$ cat src/rtl/led_command_sequencer_defines.svh
// assertion macros shared by the led command sequencer modules
`ifndef LED_COMMAND_SEQUENCER_DEFINES_SVH
`define LED_COMMAND_SEQUENCER_DEFINES_SVH

// same-cycle implication, checked outside reset
`define LCS_ASSERT_NOW(lbl, clk, rst, ante, cons, msg) \
  lbl: assert property (@(posedge clk) disable iff (rst) (ante) |-> (cons)) else $error(msg);

// next-cycle implication, checked outside reset
`define LCS_ASSERT_NEXT(lbl, clk, rst, ante, cons, msg) \
  lbl: assert property (@(posedge clk) disable iff (rst) (ante) |=> (cons)) else $error(msg);

`endif

$ cat src/rtl/lcs_pkg.sv
// package with constants, codes and types of the led command sequencer
`timescale 1ns / 1ps

package lcs_pkg;

  localparam int FIFO_DEPTH = 8;
  localparam int PTR_W = (FIFO_DEPTH > 1) ? $clog2(FIFO_DEPTH) : 1;
  localparam int CNT_W = $clog2(FIFO_DEPTH + 1);

  localparam logic [7:0] CMD_OFF  = 8'h30;
  localparam logic [7:0] CMD_LIT  = 8'h31;
  localparam logic [7:0] CMD_DARK = 8'h32;
  localparam logic [7:0] CMD_ON   = 8'h33;

  typedef enum logic [2:0] {
    MSG_NONE  = 3'd0,
    MSG_OFF   = 3'd1,
    MSG_LIT   = 3'd2,
    MSG_DARK  = 3'd3,
    MSG_ON    = 3'd4,
    MSG_BAD   = 3'd5,
    MSG_EMPTY = 3'd6
  } msg_t;

  // item waiting between the fifo access and command execution
  typedef struct packed {
    logic valid;
    logic func;
    logic empty;
    logic dropped;
  } lcs_stage_t;

endpackage

$ cat src/rtl/lcs_if.sv
// channel interfaces of the led command sequencer
`timescale 1ns / 1ps

interface lcs_item_if;
  logic       valid;
  logic       ready;
  logic       func;
  logic [7:0] rx_byte;

  modport source (output valid, output func, output rx_byte, input ready);
  modport sink (input valid, input func, input rx_byte, output ready);
endinterface

interface lcs_result_if;
  logic       valid;
  logic       ready;
  logic [2:0] led_bits;
  logic [2:0] message_code;
  logic       byte_dropped;

  modport source (output valid, output led_bits, output message_code,
                  output byte_dropped, input ready);
  modport sink (input valid, input led_bits, input message_code,
                input byte_dropped, output ready);
endinterface

$ cat src/rtl/led_command_sequencer.sv
// top level of the led command sequencer
`timescale 1ns / 1ps

// led command sequencer
// item channel: func = 0 carries a received command byte in rx_byte, which
//   is queued in an eight-entry command fifo, or dropped (byte_dropped = 1)
//   when the fifo is full; func = 1 is a step tick that pops one command
// a tick executes the popped command: '0' off, '3' on, '1' lit led sweep,
//   '2' dark led sweep; other bytes report incorrect and change nothing;
//   on an empty fifo the last valid command runs again and reports empty
// result channel: exactly one transaction per item, in item order
// result path: the accepting edge loads the item into the stage register
//   (a pop also reads the fifo memory); the stage executes into the output
//   register when that register is empty or its result is being taken
// throughput: one item per cycle while results are taken; fifo memory
//   and sweep state see one access per item, so items flow back to back
// a stalled receiver holds the result register; one more item is taken
//   into the stage after the memory, then item ready drops until the
//   result is taken
// reset: synchronous, active high; fifo empty, last command '0', leds off;
//   fifo memory contents are not cleared and need no clearing pass
module led_command_sequencer (
  input  logic          clk,
  input  logic          rst,
  lcs_item_if.sink      item,
  lcs_result_if.source  result
);
  import lcs_pkg::*;

  lcs_stage_t stage;
  logic [7:0] cmd_byte;
  logic       advance;

  // fifo access and the stage that waits on the memory read
  lcs_cmd_fifo u_fifo (
    .clk      (clk),
    .rst      (rst),
    .item     (item),
    .advance  (advance),
    .stage    (stage),
    .cmd_byte (cmd_byte)
  );

  // command execution and output register
  lcs_executor u_exec (
    .clk      (clk),
    .rst      (rst),
    .stage    (stage),
    .cmd_byte (cmd_byte),
    .advance  (advance),
    .result   (result)
  );

endmodule

$ cat src/rtl/lcs_cmd_fifo.sv
// command fifo: memory, pointers, fill count and the stage after the read
`timescale 1ns / 1ps
`include "led_command_sequencer_defines.svh"

module lcs_cmd_fifo (
  input  logic               clk,
  input  logic               rst,
  lcs_item_if.sink           item,
  input  logic               advance,
  output lcs_pkg::lcs_stage_t stage,
  output logic [7:0]         cmd_byte
);
  import lcs_pkg::*;

  logic [7:0]       store [FIFO_DEPTH];
  logic [7:0]       rd_data;
  logic [PTR_W-1:0] wr_ptr;
  logic [PTR_W-1:0] rd_ptr;
  logic [CNT_W-1:0] fill_count;
  lcs_stage_t       stage_reg;
  logic             accept;
  logic             full;
  logic             empty;
  logic             do_push;
  logic             do_pop;

  assign item.ready = !stage_reg.valid || advance;
  assign accept     = item.valid && item.ready;
  assign full       = (fill_count == CNT_W'(FIFO_DEPTH));
  assign empty      = (fill_count == '0);
  assign do_push    = accept && !item.func && !full;
  assign do_pop     = accept && item.func && !empty;

  assign stage    = stage_reg;
  assign cmd_byte = rd_data;

  // memory with registered read
  always_ff @(posedge clk) begin
    if (do_push) begin
      store[wr_ptr] <= item.rx_byte;
    end
    if (do_pop) begin
      rd_data <= store[rd_ptr];
    end
  end

  always_ff @(posedge clk) begin
    if (rst) begin
      wr_ptr     <= '0;
      rd_ptr     <= '0;
      fill_count <= '0;
      stage_reg  <= '0;
    end else begin
      if (do_push) begin
        wr_ptr     <= (wr_ptr == PTR_W'(FIFO_DEPTH - 1)) ? '0 : wr_ptr + 1'b1;
        fill_count <= fill_count + 1'b1;
      end
      if (do_pop) begin
        rd_ptr     <= (rd_ptr == PTR_W'(FIFO_DEPTH - 1)) ? '0 : rd_ptr + 1'b1;
        fill_count <= fill_count - 1'b1;
      end
      if (accept) begin
        stage_reg.valid   <= 1'b1;
        stage_reg.func    <= item.func;
        stage_reg.empty   <= item.func && empty;
        stage_reg.dropped <= !item.func && full;
      end else if (advance) begin
        stage_reg.valid <= 1'b0;
      end
    end
  end

  `LCS_ASSERT_NOW(fill_in_range, clk, rst, 1'b1, fill_count <= CNT_W'(FIFO_DEPTH), "fill count above depth")
  `LCS_ASSERT_NEXT(drop_when_full, clk, rst, accept && !item.func && full, stage_reg.valid && stage_reg.dropped, "full fifo did not drop byte")
  `LCS_ASSERT_NEXT(stage_holds, clk, rst, stage_reg.valid && !advance, stage_reg.valid, "stalled stage lost its item")

endmodule

$ cat src/rtl/lcs_executor.sv
// command execution, sweep state and output register
`timescale 1ns / 1ps
`include "led_command_sequencer_defines.svh"

module lcs_executor (
  input  logic                clk,
  input  logic                rst,
  input  lcs_pkg::lcs_stage_t stage,
  input  logic [7:0]          cmd_byte,
  output logic                advance,
  lcs_result_if.source        result
);
  import lcs_pkg::*;

  logic [7:0] last_command;
  logic [2:0] cur_pos;
  logic [2:0] prev_pos;
  logic [2:0] led_reg;

  logic [7:0] last_command_next;
  logic [2:0] cur_pos_next;
  logic [2:0] prev_pos_next;
  logic [2:0] led_reg_next;
  msg_t       msg_next;

  logic [7:0] cmd;
  logic       fresh;
  logic [2:0] cp;
  logic [2:0] pp;
  logic       moved;
  logic [2:0] one_hot;
  logic       fire;

  assign advance = !result.valid || result.ready;
  assign fire    = stage.valid && advance;
  assign cmd     = stage.empty ? last_command : cmd_byte;
  assign fresh   = (cmd != last_command);

  always_comb begin
    last_command_next = last_command;
    cur_pos_next      = cur_pos;
    prev_pos_next     = prev_pos;
    led_reg_next      = led_reg;
    msg_next          = MSG_NONE;
    cp                = fresh ? 3'd4 : cur_pos;
    pp                = fresh ? 3'd5 : prev_pos;
    moved             = 1'b0;
    one_hot           = 3'b100;
    if (stage.func) begin
      case (cmd)
        CMD_OFF: begin
          msg_next          = MSG_OFF;
          led_reg_next      = 3'b000;
          last_command_next = cmd;
        end
        CMD_ON: begin
          msg_next          = MSG_ON;
          led_reg_next      = 3'b111;
          last_command_next = cmd;
        end
        CMD_LIT, CMD_DARK: begin
          msg_next          = (cmd == CMD_LIT) ? MSG_LIT : MSG_DARK;
          last_command_next = cmd;
          cur_pos_next      = cp;
          prev_pos_next     = pp;
          if (cp inside {3'd3, 3'd5}) begin
            prev_pos_next = cp;
            cur_pos_next  = 3'd4;
            moved         = 1'b1;
          end else if (cp == 3'd4 && pp == 3'd3) begin
            cur_pos_next = 3'd5;
            moved        = 1'b1;
          end else if (cp == 3'd4 && pp == 3'd5) begin
            cur_pos_next = 3'd3;
            moved        = 1'b1;
          end
          case (cur_pos_next)
            3'd3:    one_hot = 3'b001;
            3'd4:    one_hot = 3'b010;
            default: one_hot = 3'b100;
          endcase
          if (moved) begin
            led_reg_next = (cmd == CMD_LIT) ? one_hot : (3'b111 ^ one_hot);
          end
        end
        default: begin
          msg_next = MSG_BAD;
        end
      endcase
      if (stage.empty) begin
        msg_next = MSG_EMPTY;
      end
    end
  end

  always_ff @(posedge clk) begin
    if (rst) begin
      last_command <= CMD_OFF;
      cur_pos      <= '0;
      prev_pos     <= '0;
      led_reg      <= '0;
      result.valid <= 1'b0;
    end else begin
      if (fire) begin
        last_command <= last_command_next;
        cur_pos      <= cur_pos_next;
        prev_pos     <= prev_pos_next;
        led_reg      <= led_reg_next;
        result.valid <= 1'b1;
      end else if (result.ready) begin
        result.valid <= 1'b0;
      end
    end
  end

  // result payload, loaded with its transaction
  always_ff @(posedge clk) begin
    if (fire) begin
      result.led_bits     <= led_reg_next;
      result.message_code <= msg_next;
      result.byte_dropped <= stage.dropped;
    end
  end

  `LCS_ASSERT_NOW(on_lights_all, clk, rst, result.valid && result.message_code == MSG_ON, result.led_bits == 3'b111, "on message without all leds lit")
  `LCS_ASSERT_NOW(off_darks_all, clk, rst, result.valid && result.message_code == MSG_OFF, result.led_bits == 3'b000, "off message with a led lit")
  `LCS_ASSERT_NOW(drop_no_message, clk, rst, result.valid && result.byte_dropped, result.message_code == MSG_NONE, "dropped byte carries a message")

endmodule
$ cat src/flat_wrapper.sv
// flat-port wrapper written by rule: the top's interface ports become plain ports
module led_command_sequencer_flat import lcs_pkg::*;
  (clk, rst, item_valid, item_func, item_rx_byte, item_ready, result_valid, result_led_bits, result_message_code, result_byte_dropped, result_ready);
  lcs_item_if item_i ();
  lcs_result_if result_i ();
  input  logic clk;
  input  logic rst;
  input wire logic [$bits(item_i.valid)-1:0] item_valid;
  input wire logic [$bits(item_i.func)-1:0] item_func;
  input wire logic [$bits(item_i.rx_byte)-1:0] item_rx_byte;
  output wire logic [$bits(item_i.ready)-1:0] item_ready;
  output wire logic [$bits(result_i.valid)-1:0] result_valid;
  output wire logic [$bits(result_i.led_bits)-1:0] result_led_bits;
  output wire logic [$bits(result_i.message_code)-1:0] result_message_code;
  output wire logic [$bits(result_i.byte_dropped)-1:0] result_byte_dropped;
  input wire logic [$bits(result_i.ready)-1:0] result_ready;
  assign item_i.valid = item_valid;
  assign item_i.func = item_func;
  assign item_i.rx_byte = item_rx_byte;
  assign item_ready = item_i.ready;
  assign result_valid = result_i.valid;
  assign result_led_bits = result_i.led_bits;
  assign result_message_code = result_i.message_code;
  assign result_byte_dropped = result_i.byte_dropped;
  assign result_i.ready = result_ready;
  led_command_sequencer u_core (.clk(clk), .rst(rst), .item(item_i), .result(result_i));
endmodule
$ cat config.mk
export PLATFORM = sky130hd
export DESIGN_NAME = led_command_sequencer_flat
export DESIGN_NICKNAME = d
export VERILOG_FILES = /design/src/rtl/lcs_pkg.sv /design/src/rtl/lcs_if.sv /design/src/rtl/led_command_sequencer.sv /design/src/rtl/lcs_cmd_fifo.sv /design/src/rtl/lcs_executor.sv /design/src/flat_wrapper.sv
export VERILOG_INCLUDE_DIRS = /design/src /design/src/rtl
export SDC_FILE = /design/constraint.sdc
export NUM_CORES = 1
export LEC_CHECK = 0
export ABC_CLOCK_PERIOD_IN_PS = 3400
export BUFFER_PORTS_ARGS = -buffer_cell sky130_fd_sc_hd__buf_2
export CAP_MARGIN = 10
export CORE_ASPECT_RATIO = 1.2
export CORE_MARGIN = 2
export CORE_UTILIZATION = 35
export CTS_BUF_LIST = sky130_fd_sc_hd__clkbuf_4 sky130_fd_sc_hd__clkbuf_8
export DETAILED_ROUTE_END_ITERATION = 6
export GPL_TIMING_DRIVEN = 0
export HOLD_SLACK_MARGIN = 0.02
export PLACE_DENSITY_LB_ADDON = 0.08
export SETUP_SLACK_MARGIN = 0.3
export SKIP_CTS_REPAIR_TIMING = 1
export SLEW_MARGIN = 20
export SYNTH_ARGS = -nofsm -noshare
export SYNTH_HDL_FRONTEND = slang
export SYNTH_HIERARCHICAL = 1
export SYNTH_SLANG_ARGS = --single-unit
$ cat constraint.sdc
create_clock -name clk -period 3.4 [get_ports clk]
set_clock_uncertainty 0.05 [all_clocks]
set_input_delay 0.17 -clock clk [delete_from_list [all_inputs] [get_ports clk]]
set_output_delay 0.17 -clock clk [all_outputs]
set_load 0.02 [all_outputs]
==> Word-level counts from Yosys, hierarchy flattened <==
Memories as Yosys holds them, arrays and structs flattened. A register that Yosys moved wholly into a read port is not among the register bits.
Index checks and enable logic that the tools add are counted.
{ "op_classes": {"n_mul": 0, "magnitude_cmp": 0, "div_mod_pow": 0, "shifts": 0, "bitwise_logic": 2, "add_sub_neg": 4, "eq_ne": 15, "mux": 34, "n_reduce_logical": 27} }
{ "op_table": {"columns": ["operator", "n"], "rows": [
  ["3-bit 2-to-1 mux", 16],
  ["8-bit by 6-bit == test with 1-bit output, second input constant", 4],
  ["3-bit == test, second input constant", 6],
  ["3-bit one-hot mux with 3 select lines", 2],
  ["1-bit 2-to-1 mux", 12],
  ["1-bit logical AND", 10],
  ["3-bit by 2-bit == test with 1-bit output, second input constant", 3],
  ["4-bit 2-to-1 mux", 2],
  ["8-bit 2-to-1 mux", 1],
  ["8-bit != test", 1],
  ["2-bit nonzero test", 4],
  ["3-bit by 1-bit adder with 3-bit output, second input constant", 2],
  ["3-bit one-hot mux with 2 select lines", 1],
  ["3-bit AND reduction", 2],
  ["1-bit logical NOT", 5],
  ["4-bit by 1-bit adder with 4-bit output, second input constant", 1],
  ["4-bit == test, second input constant", 1],
  ["4-bit logical NOT", 1],
  ["2-bit OR reduction", 2],
  ["4-bit OR reduction", 1],
  ["4-bit by 1-bit subtractor with 4-bit output, second input constant", 1],
  ["3-bit inverter", 1],
  ["1-bit logical OR", 2],
  ["1-bit inverter", 1]
]} }
{ "totals": {"ramBits": 64, "in_bits": 13, "register_bits": 39, "memories": 1, "mem_bits_ro": 0, "latch_bits": 0, "out_inout_bits": 9} }
{ "mem_list": {"columns": ["memory", "words", "width", "rd", "rd_ports_with_merged_regs", "wr", "line", "text"], "rows": [
  ["u_core.u_fifo.store", 8, 8, 1, 1, 1, "lcs_cmd_fifo.sv:15", "logic [7:0] store [FIFO_DEPTH];"]
]} }

==> Depth between registers and ports, before layout <==
Gate-level depths: netlist of run 1.
{ "logic_depth": {"depth_word": 19, "mapped_depth": 10, "depth_no_buf": 10} }

==> Modules after synthesis <==
Netlist of run 1, hierarchy kept.
{ "modules_own_cells": {"columns": ["mod", "area_each_um2", "seq_area_each_um2", "instances", "cells_per_inst"], "rows": [
  ["lcs_cmd_fifo", 3515.9, 2442.3, 1, 196],
  ["lcs_executor", 1347.5, 570.5, 1, 145]
]} }

==> Least setup slack after synthesis of run 1 <==
Ideal clock, no wire load.
{ "synth_path": {"kind": "flip-flop to flip-flop", "from": "register u_core.u_fifo.stage_reg (netlist bit u_core/u_fifo/stage[1])", "to": "register u_core.u_exec.prev_pos[2]", "n_path_buf": 1, "arrival_time_ns": 2.133, "setup_ns": 0.116, "path_stages_with_launch": 8, "period_less_slack_ns": 2.299, "path_slack_ns": 1.101, "cell_sequence": "dfxtp_1 buf_6 or4b_4 nor3_2 o211ai_2 or2_4 or4_4 and3b_1"} }
{ "synth_via": {"elab_chain_len": 6} }
{ "synth_lines": {"columns": ["element", "line", "text"], "rows": [
  ["start, declared", "lcs_cmd_fifo.sv:20", "lcs_stage_t stage_reg;"],
  ["8-bit 2-to-1 mux *", "lcs_executor.sv:36", "assign cmd = stage.empty ? last_command : cmd_byte;"],
  ["8-bit != test", "lcs_executor.sv:37", "assign fresh = (cmd != last_command);"],
  ["3-bit 2-to-1 mux", "lcs_executor.sv:45", "cp = fresh ? 3'd4 : cur_pos;"],
  ["3-bit by 2-bit == test with 1-bit output or 3-bit == test (tied branches)", "lcs_executor.sv:66", "if (cp inside {3'd3, 3'd5}) begin"],
  ["2-bit nonzero test", "lcs_executor.sv:66", null],
  ["3-bit 2-to-1 mux", "lcs_executor.sv:66", null],
  ["end signal, assigned", "lcs_executor.sv:107", "prev_pos <= prev_pos_next;"],
  ["end, declared", "lcs_executor.sv:17", "logic [2:0] prev_pos;"]
]} }
Every way passes the cells marked *; elsewhere a longest branch is shown, timed or not.
A chain may end at the register's enable or synchronous reset.

==> Worst setup path in the final report of run 1 <==
Same ends and word-level chain as after synthesis.

==> flow_metrics.tcl, run 1 <==
set metrics [dict create \
    outcome "complete, no violations" \
    setup.worst_path.start_class "flip-flop" \
    ios 22 \
    finalWorstPathRequiredPeriod_ns 2.54 \
    clockBufferDepth 2 \
    grt_pass1_wl_mm 15.6 \
    hold_ws_ns 0.0344 \
    routedWlPerCell_um 17.6 \
    dr.pass1.iters 4 \
    grt_use_met3_pct 2.41 \
    vdd_ir_drop_max_uv 274 \
    root_buffer "sky130_fd_sc_hd__clkbuf_8" \
    path_class "reg -> reg" \
    placement.setup.worst_slack_ns 0.831 \
    grt_remaining_overflow 0 \
    synth_top_area_share_pct 48.8 \
    route.vias.total 2867 \
    grt_antenna_before_repair 0 \
    coreArea_mm2 0.0137 \
    synth-warning-count 6 \
    max_flop_register "u_core/u_fifo/store" \
    detail_route.wirelength_mm 9.81 \
    worst_path_largest_cell_delay_ns 0.48 \
    die_height_um 133 \
    setup_viol 0 \
    fin_tns_setup_ns 0 \
    start_util_pct 35.5 \
    vias_per_cell 5.14 \
    max_cap_viol_count 0 \
    synthMostInstantiatedCell "sky130_fd_sc_hd__edfxtp_1" \
    required_time_reported_for_the_critical_path_endpoint_ns 3.64 \
    yosys_most_used_dff "sky130_fd_sc_hd__edfxtp_1" \
    number_of_enable_flip_flop_cells_after_synthesis 79 \
    cts_tree "yes" \
    worstSetupEndpointType "flip-flop" \
    dieArea_mm2 0.0149 \
    final-hold-violation-count 0 \
    avgSynthCellArea_um2 14.3 \
    die_w_um 112 \
    hpwlAfterDp_mm 6.58 \
    synth.distinct_cells 66 \
    synth_cells 341 \
    netlist.top_cell.by_area "sky130_fd_sc_hd__edfxtp_1" \
    worst-endpoint-arrival_ns 2.78 \
    cts_made_buffers 9 \
    post-route-period-util_pct 74.7 \
    initialDrtViolationCount 135 \
    num_rows 47 \
    clock-sinks 111 \
    post-route-cell-area_mm2 0.00553 \
    grt_use_total_pct 13.9 \
    cp_slowest_cell "sky130_fd_sc_hd__or4_4" \
    power_density_mw_per_mm2 492 \
    postSynthNetCount 359 \
    leakagePower_nw 1.94 \
    grtUsageMet1_pct 16.8 \
    timing_worst_slew_pin_value_ns 0.970 \
    maxClockFrequency_mhz 394 \
    timing.final.ws_setup_ns 0.861 \
    final_nets 400 \
    ys_top_cells_by_area "sky130_fd_sc_hd__edfxtp_1 (49%), sky130_fd_sc_hd__dfxtp_1 (13%), sky130_fd_sc_hd__mux4_2 (5.6%)" \
    pin_count_of_the_biggest_net_entering_global_routing 20 \
    ys_seq_area_share_pct 62.0 \
    antenna_violating_nets_post_route 0 \
    postSynthRegisterBits 111 \
    clock_latency_ns 0.38 \
    timing.critical_path.cells "buf_6 > or4b_4 > nor3_2 > o211ai_2 > or2_4 > or4_4 > and3b_1" \
    synthesis.area_mm2 0.00486 \
    port_buffers 21 \
    worst-path-max-fanout 10 \
    share_of_async_settable_or_async_resettable_flops_after_synthesis_pct 0 \
    dpl-instance-area_mm2 0.00521 \
    grt_setup_unrepaired "no" \
    via_count_of_the_first_global_routing_pass 2895 \
    critPathTopFamily "simple AND/OR/NAND/NOR gates" \
    clkSlewWorstSetupHoldPaths_ns 0.11 \
    areaGrowthSynthToFinish_pct 13.7 \
    gp_congestion 0.780 \
    most_heavily_used_metal_layer_in_global_routing "met2" \
    diodes 0 \
    htree_levels 3 \
    share_of_layout_cells_above_drive_strength_1_pct 23.0 \
    slew_viol_final 0 \
    hold_path_class "in -> reg" \
    drc 0 \
    number_of_buffer_and_inverter_instances_along_the_worst_setup_path 1 \
    global_route_met2_usage_pct 23.6 \
    synth.cells.most_frequent "sky130_fd_sc_hd__edfxtp_1 (79), sky130_fd_sc_hd__dfxtp_1 (32), sky130_fd_sc_hd__nor2_1 (32)" \
    timing.max_slew.rel_slack_pct 35.1 \
    largest_reg_flops 64 \
]
-- final cells by class --
class	count	area [µm²]
clock buffers	9	124
plain buffers	10	82.6
inverters	10	37.5
repair buffers	30	190
well taps	171	214
multi-input cells	210	1740
clock inverters	7	129
flip-flops and latches	111	3010
fillers	1279	8170
-- path summary, 6_finish.rpt --
kind                          startpoint                                 to  slack, ns  depth (start not counted)
hold reg to reg   u_core/u_fifo/stage[0]  u_core/u_exec/result.byte_dropped       0.40                          0
hold / removal           item_rx_byte[2]          u_core/u_fifo/store[2][2]       0.03                          1
setup reg to reg  u_core/u_fifo/stage[1]          u_core/u_exec/prev_pos[2]       0.86                          7
setup / recovery  u_core/u_fifo/stage[1]          u_core/u_exec/prev_pos[2]       0.86                          7
-- logic make-up after synthesis --
group | share of synthesized area [%]
multiplexers | 11.2
AND/OR/NAND/NOR | 12.6
adder cells (fa/ha/maj) | 1.29
flip-flops | 62.0
buffers and inverters | 2.47
AO/OA/AOI/OAI | 7.95
XOR/XNOR | 2.52
-- power breakdown --
part | switching [mW] | leakage [nW] | internal (mW) | total (mW)
combinational | 0.129 | 0.839 | 0.112 | 0.241
sequential | 0.0220 | 0.977 | 1.48 | 1.50
clock | 0.479 | 0.123 | 0.501 | 0.979
total | 0.630 | 1.94 | 2.09 | 2.72
-- placed cells by master (no fill, tap or decap), types with 5 or more instances in the layout --
cell type,n
sky130_fd_sc_hd__mux4_2,12
sky130_fd_sc_hd__mux2i_1,8
sky130_fd_sc_hd__o21ai_0,8
sky130_fd_sc_hd__dfxtp_1,32
sky130_fd_sc_hd__inv_1,8
sky130_fd_sc_hd__nand2_1,13
sky130_fd_sc_hd__a21oi_1,24
sky130_fd_sc_hd__xor2_1,12
sky130_fd_sc_hd__mux2_2,8
sky130_fd_sc_hd__nor2b_1,7
sky130_fd_sc_hd__and2_1,7
sky130_fd_sc_hd__nor2_1,32
sky130_fd_sc_hd__edfxtp_1,79
sky130_fd_sc_hd__clkbuf_8,9
sky130_fd_sc_hd__ha_1,5
sky130_fd_sc_hd__or3_1,5
sky130_fd_sc_hd__buf_2,23
sky130_fd_sc_hd__dlygate4sd3_1,7
-- worst register-to-register path, stage by stage, from the launching register on --
cell	delay [ns]
sky130_fd_sc_hd__dfxtp_1	0.36
sky130_fd_sc_hd__buf_6	0.14
sky130_fd_sc_hd__or4b_4	0.48
sky130_fd_sc_hd__nor3_2	0.28
sky130_fd_sc_hd__o211ai_2	0.17
sky130_fd_sc_hd__or2_4	0.31
sky130_fd_sc_hd__or4_4	0.48
sky130_fd_sc_hd__and3b_1	0.19
-- metal layers --
metal / up-vias / share of wire (%)
met5: - / 0
met4: 0 / 2.8
met3: 19 / 2.5
met2: 53 / 50
met1: 1411 / 45
li1: 1384 / -
-- per-stage QoR --
step | total power [mW] | std cells | utilization [%]
5_1_grt | 2.84 | 558 | 40.4
2_1_floorplan | 1.70 | 341 | -
4_1_cts | 2.76 | 551 | 39.9
6_report | 2.72 | 558 | 40.4
3_5_place_dp | 1.77 | 535 | 38.0
3_3_place_gp | 1.77 | 533 | 37.8
No activity file was read; power rests on OpenSTA's default activity.
==> run 2, diff against run 1 <==
--- a/config.mk
+++ b/config.mk
@@ -6,7 +6,7 @@
 export SDC_FILE = /design/constraint.sdc
 export NUM_CORES = 1
 export LEC_CHECK = 0
-export ABC_CLOCK_PERIOD_IN_PS = 3400
+export ABC_CLOCK_PERIOD_IN_PS = 2600
 export BUFFER_PORTS_ARGS = -buffer_cell sky130_fd_sc_hd__buf_2
 export CAP_MARGIN = 10
 export CORE_ASPECT_RATIO = 1.2
==> constraint.sdc (replaced) <==
create_clock -name clk -period 2.6 [get_ports clk]
set_clock_uncertainty 0.05 [all_clocks]
set_input_delay 0.13 -clock clk [delete_from_list [all_inputs] [get_ports clk]]
set_output_delay 0.13 -clock clk [all_outputs]
set_load 0.02 [all_outputs]
==> run 2 against run 1 <==
Sequential share of layout area is 2.3 points lower. Non-clock buffer count is 14 higher. Flip-flop and latch count stayed put. Core utilization is 1.8 points higher. Combinational power is 47% higher. Register-to-register slack worse by 0.58 ns. Hold slack better by 0.013 ns.
==> flow_metrics.tcl, run 2 (same netlist as run 1, synthesis figures left out) <==
set metrics [dict create \
    final-hold-violation-count 0 \
    grt_setup_unrepaired "yes" \
    route.vias.total 2911 \
    max_flop_register "u_core/u_fifo/store" \
    pin_count_of_the_biggest_net_entering_global_routing 20 \
    hold_ws_ns 0.0476 \
    die_height_um 133 \
    dr.pass1.iters 4 \
    drc 0 \
    leakagePower_nw 2.03 \
    setup.worst_path.start_class "flip-flop" \
    final_cell_count_no_fill 572 \
    timing.max_slew.rel_slack_pct 55.0 \
    timing.critical_path.from "u_core/u_fifo/stage[1]" \
    max_cap_viol_count 0 \
    grt_antenna_before_repair 0 \
    clock_latency_ns 0.38 \
    power_mw 3.60 \
    num_rows 47 \
    ios 22 \
    port_buffers 21 \
    final_nets 414 \
    gp_congestion 0.780 \
    dpl-instance-area_mm2 0.00521 \
    share_of_layout_cells_above_drive_strength_1_pct 30.2 \
    layout.cells.most_common "sky130_fd_sc_hd__edfxtp_1" \
    grtUsageMet1_pct 16.8 \
    detail_route.wirelength_mm 10.1 \
    hold_path_class "in -> reg" \
    clockBufferDepth 2 \
    dieArea_mm2 0.0149 \
    dpl.cell_count 535 \
    post-route-cell-area_mm2 0.00578 \
    post-route-period-util_pct 89.2 \
    power_density_mw_per_mm2 622 \
    finalWorstPathRequiredPeriod_ns 2.32 \
    worst-endpoint-arrival_ns 2.56 \
    critPathTopFamily "simple AND/OR/NAND/NOR gates" \
    routedWlPerCell_um 17.7 \
    hpwlAfterDp_mm 6.58 \
    largest_reg_flops 64 \
    timing.critical_path.cells "buf_6 > or4b_4 > nor3_4 > o211ai_4 > or2_4 > or4_4 > and3b_1" \
    initialDrtViolationCount 120 \
    worst-path-max-fanout 5 \
    cts_tree "yes" \
    most_heavily_used_metal_layer_in_global_routing "met2" \
    timing_worst_slew_pin_value_ns 0.675 \
    antenna_violating_nets_post_route 0 \
    timing.final.ws_setup_ns 0.282 \
    grt_remaining_overflow 0 \
    areaGrowthSynthToFinish_pct 18.9 \
    grt_pass1_wl_mm 15.6 \
    outcome "complete, no violations" \
    worst_path_largest_cell_delay_ns 0.48 \
    worst_r2r_startpoint "u_core/u_fifo/stage[1]" \
    global_route_met2_usage_pct 23.6 \
    required_time_reported_for_the_critical_path_endpoint_ns 2.84 \
    die_w_um 112 \
    timing.reg2reg.worst_path_depth 7 \
    worstSetupEndpointType "flip-flop" \
    grt_use_total_pct 13.9 \
    cp_slowest_cell "sky130_fd_sc_hd__or4b_4" \
    worstReg2RegEnd "u_core/u_exec/prev_pos[2]" \
    number_of_buffer_and_inverter_instances_along_the_worst_setup_path 1 \
    htree_levels 3 \
    crit_cells 7 \
    placement.setup.worst_slack_ns 0.0314 \
    cts_made_buffers 9 \
    root_buffer "sky130_fd_sc_hd__clkbuf_8" \
    vias_per_cell 5.09 \
    path_class "reg -> reg" \
    final_cell_mix "sky130_fd_sc_hd__edfxtp_1 (79), sky130_fd_sc_hd__dfxtp_1 (31), sky130_fd_sc_hd__nor2_1 (25), sky130_fd_sc_hd__buf_2 (23), sky130_fd_sc_hd__a21oi_1 (22)" \
    via_count_of_the_first_global_routing_pass 2895 \
    coreArea_mm2 0.0137 \
    setup_viol 0 \
    grt_use_met3_pct 2.41 \
    clkSlewWorstSetupHoldPaths_ns 0.11 \
    clock-sinks 111 \
    start_util_pct 35.5 \
    maxClockFrequency_mhz 431 \
    vdd_ir_drop_max_uv 357 \
    diodes 0 \
    fin_tns_setup_ns 0 \
    slew_viol_final 0 \
    utilization_pct 42.2 \
    critPathCapture "u_core/u_exec/prev_pos[2]" \
    regToRegSetupSlack_ns 0.28 \
]
[run 2: changes by cell type in the layout (fill, tap and decap cells not counted), sizes merged]
cell         previous run  this run
buf                    31        43
dlygate4sd3             7         9
[run 2: per-layer routing]
layer,wire [µm],share of wire (%)
met5,0,0
met4,290,2.9
met3,190,1.9
met2,5100,50
met1,4520,45
[run 2: how the worst min path moves through the flow]
stage / slack [ns] / cells after the start / endpoint / start
finish: 0.05 / 3 / u_core/u_fifo/stage[1] / item_valid
global route: 0.05 / 2 / u_core/u_fifo/fill_count[2] / rst
CTS: -0.07 / 1 / u_core/u_fifo/store[2][3] / item_rx_byte[3]
global placement: 0.35 / 1 / u_core/u_fifo/store[0][5] / item_rx_byte[5]
detailed placement: 0.35 / 1 / u_core/u_fifo/store[2][3] / item_rx_byte[3]
floorplan: 0.14 / 1 / u_core/u_fifo/fill_count[2] / rst
[run 2: report_power, final]
part | internal (mW) | total (mW) | switching [mW]
logic | 0.168 | 0.354 | 0.186
clock network | 0.655 | 1.28 | 0.623
registers | 1.93 | 1.97 | 0.0319
total | 2.76 | 3.60 | 0.840
[run 2: layout make-up]
cell class | count | area (µm²)
Buffer | 10 | 83.8
Clock buffer | 9 | 124
Clock inverter | 7 | 129
Fill cell | 1255 | 7920
Inverter | 10 | 37.5
Multi-Input combinational cell | 210 | 1880
Sequential cell | 111 | 3010
Tap cell | 171 | 214
Timing Repair Buffer | 44 | 300
[run 2: worst register-to-register path, stage by stage (launching register included)]
cell                       delay (ns)
sky130_fd_sc_hd__dfxtp_2         0.35
sky130_fd_sc_hd__buf_6           0.11
sky130_fd_sc_hd__or4b_4          0.48
sky130_fd_sc_hd__nor3_4          0.20
sky130_fd_sc_hd__o211ai_4        0.15
sky130_fd_sc_hd__or2_4           0.30
sky130_fd_sc_hd__or4_4           0.42
sky130_fd_sc_hd__and3b_1         0.17
==> run 3, diff against run 2 <==
--- a/config.mk
+++ b/config.mk
@@ -9,6 +9,8 @@
 export ABC_CLOCK_PERIOD_IN_PS = 2600
 export BUFFER_PORTS_ARGS = -buffer_cell sky130_fd_sc_hd__buf_2
 export CAP_MARGIN = 10
+export CELL_PAD_IN_SITES_DETAIL_PLACEMENT = 0
+export CELL_PAD_IN_SITES_GLOBAL_PLACEMENT = 2
 export CORE_ASPECT_RATIO = 1.2
 export CORE_MARGIN = 2
 export CORE_UTILIZATION = 35
@@ -16,7 +18,7 @@
 export DETAILED_ROUTE_END_ITERATION = 6
 export GPL_TIMING_DRIVEN = 0
 export HOLD_SLACK_MARGIN = 0.02
-export PLACE_DENSITY_LB_ADDON = 0.08
+export PLACE_DENSITY = 0.73
 export SETUP_SLACK_MARGIN = 0.3
 export SKIP_CTS_REPAIR_TIMING = 1
 export SLEW_MARGIN = 20
==> run 3 against run 2 <==
Cell count decreased by 0.70%. Fmax decreased by 0.86%. Core utilization decreased by 0.92 points. Die area unchanged. Register-to-register slack got worse by 0.02 ns. Non-clock buffer count decreased by 3.
==> flow_metrics.tcl, run 3 (same netlist as run 1, synthesis figures left out) <==
set metrics [dict create \
    multiInputGateArea_mm2 0.00183 \
    vias_per_cell 5.05 \
    path_class "reg -> reg" \
    required_time_reported_for_the_critical_path_endpoint_ns 2.82 \
    initialDrtViolationCount 134 \
    root_buffer "sky130_fd_sc_hd__clkbuf_8" \
    cts_tree "yes" \
    die_height_um 133 \
    regArea_mm2 0.00301 \
    die_w_um 112 \
    post-route-period-util_pct 89.9 \
    power_density_mw_per_mm2 594 \
    dieArea_mm2 0.0149 \
    drc 0 \
    final-hold-violation-count 0 \
    dpl.cell_count 534 \
    clockBufferDepth 2 \
    ios 22 \
    grt_setup_unrepaired "yes" \
    port_buffers 21 \
    pin_count_of_the_biggest_net_entering_global_routing 20 \
    worst-path-max-fanout 8 \
    post-route-cell-area_mm2 0.00566 \
    antenna_violating_nets_post_route 0 \
    final_nets 411 \
    worstSetupEndpointType "flip-flop" \
    clkSlewWorstSetupHoldPaths_ns 0.10 \
    worst-endpoint-arrival_ns 2.56 \
    grt_remaining_overflow 0 \
    route.vias.total 2868 \
    timing_worst_slew_pin_value_ns 0.850 \
    coreArea_mm2 0.0137 \
    hpwlAfterDp_mm 6.42 \
    setup.worst_path.start_class "flip-flop" \
    via_count_of_the_first_global_routing_pass 2820 \
    dr.pass1.iters 4 \
    maxClockFrequency_mhz 428 \
    diodes 0 \
    detail_route.wirelength_mm 9.46 \
    num-fill-cells 1287 \
    max_flop_register "u_core/u_fifo/store" \
    gp_congestion 0.764 \
    setup_viol 0 \
    num_rows 47 \
    hold_path_class "in -> reg" \
    layout.cells.most_common "sky130_fd_sc_hd__edfxtp_1" \
    share_of_layout_cells_above_drive_strength_1_pct 27.7 \
    grt_use_total_pct 13.1 \
    slew_viol_final 0 \
    power_mw 3.36 \
    areaGrowthSynthToFinish_pct 16.3 \
    cts_made_buffers 9 \
    max_cap_viol_count 0 \
    grt_pass1_wl_mm 14.7 \
    outcome "complete, no violations" \
    fin_tns_setup_ns 0 \
    grt_antenna_before_repair 0 \
    clock_latency_ns 0.39 \
    timing.max_slew.rel_slack_pct 43.1 \
    largest_reg_flops 64 \
    regToRegSetupSlack_ns 0.26 \
    routedWlPerCell_um 16.7 \
    clock-sinks 111 \
    final_cell_count_no_fill 568 \
    dpl-instance-area_mm2 0.00520 \
    start_util_pct 35.5 \
    htree_levels 3 \
    final_cell_mix "sky130_fd_sc_hd__edfxtp_1 (79), sky130_fd_sc_hd__dfxtp_1 (31), sky130_fd_sc_hd__nor2_1 (29), sky130_fd_sc_hd__buf_2 (23), sky130_fd_sc_hd__a21oi_1 (20)" \
    vdd_ir_drop_max_uv 436 \
    finalWorstPathRequiredPeriod_ns 2.34 \
    leakagePower_nw 1.99 \
]
[run 3: cell count changes in the layout (fill, tap and decap cells not counted), moves of 2 or more]
| cell | change |
|---|---|
| sky130_fd_sc_hd__a21oi_2 | +2 |
| sky130_fd_sc_hd__bufinv_16 | -2 |
| sky130_fd_sc_hd__inv_6 | +3 |
| sky130_fd_sc_hd__nor2_1 | +4 |
| sky130_fd_sc_hd__nor2_2 | -4 |
| sky130_fd_sc_hd__buf_4 | -3 |
| sky130_fd_sc_hd__a21oi_1 | -2 |
[run 3: worst paths after layout]
path,from,end,depth (start not counted)
hold reg to reg,u_core/u_fifo/stage[0],u_core/u_exec/result.byte_dropped,0
setup / recovery,u_core/u_fifo/stage[1],u_core/u_exec/prev_pos[2],7
setup reg to reg,u_core/u_fifo/stage[1],u_core/u_exec/prev_pos[2],7
hold / removal,rst,u_core/u_fifo/fill_count[2],2
[run 3: final cells by class]
| type | instances | area share (%) |
|---|---|---|
| flip-flops and latches | 111 | 53.3 |
| multi-input cells | 210 | 32.4 |
| repair buffers | 41 | 4.91 |
| well taps | 171 | 3.78 |
| clock buffers | 9 | 2.19 |
| plain buffers | 10 | 1.46 |
| clock inverters | 6 | 1.33 |
| inverters | 10 | 0.664 |
[run 3: routing by layer]
| layer | vias to the layer above | track usage (%) | part of all wire, % |
|---|---|---|---|
| li1 | 1404 | - | - |
| met1 | 1416 | 15.4 | 43 |
| met2 | 39 | 23.4 | 53 |
| met3 | 9 | 2.23 | 2.5 |
| met4 | 0 | 5.76 | 1.3 |
| met5 | - | 0 | 0 |
[run 3: critical path, stage by stage, from the launching register on]
cell and delay, ns:
sky130_fd_sc_hd__dfxtp_2 0.35, sky130_fd_sc_hd__buf_6 0.12, sky130_fd_sc_hd__or4b_4 0.49, sky130_fd_sc_hd__nor3_4 0.15
sky130_fd_sc_hd__o211ai_2 0.16, sky130_fd_sc_hd__or2_4 0.31, sky130_fd_sc_hd__or4_4 0.43, sky130_fd_sc_hd__and3b_1 0.17
[run 3: power by group]
group	switching, mW	leakage, nW	internal, mW
combinational	0.177	0.911	0.161
sequential	0.0275	0.978	1.93
clock	0.603	0.0986	0.458
[run 3: metrics by stage]
stage / utilization [%] / hold slack, ns / worst slack [ns]
after detailed placement: 38.0 / 0.353 / 0.0440
after floorplan: - / 0.145 / 0.301
final: 41.3 / 0.0306 / 0.262
after global placement: 37.8 / 0.344 / -0.352
after global routing: 41.3 / 0.0533 / 0.120
after CTS: 39.4 / -0.0587 / 0.0204
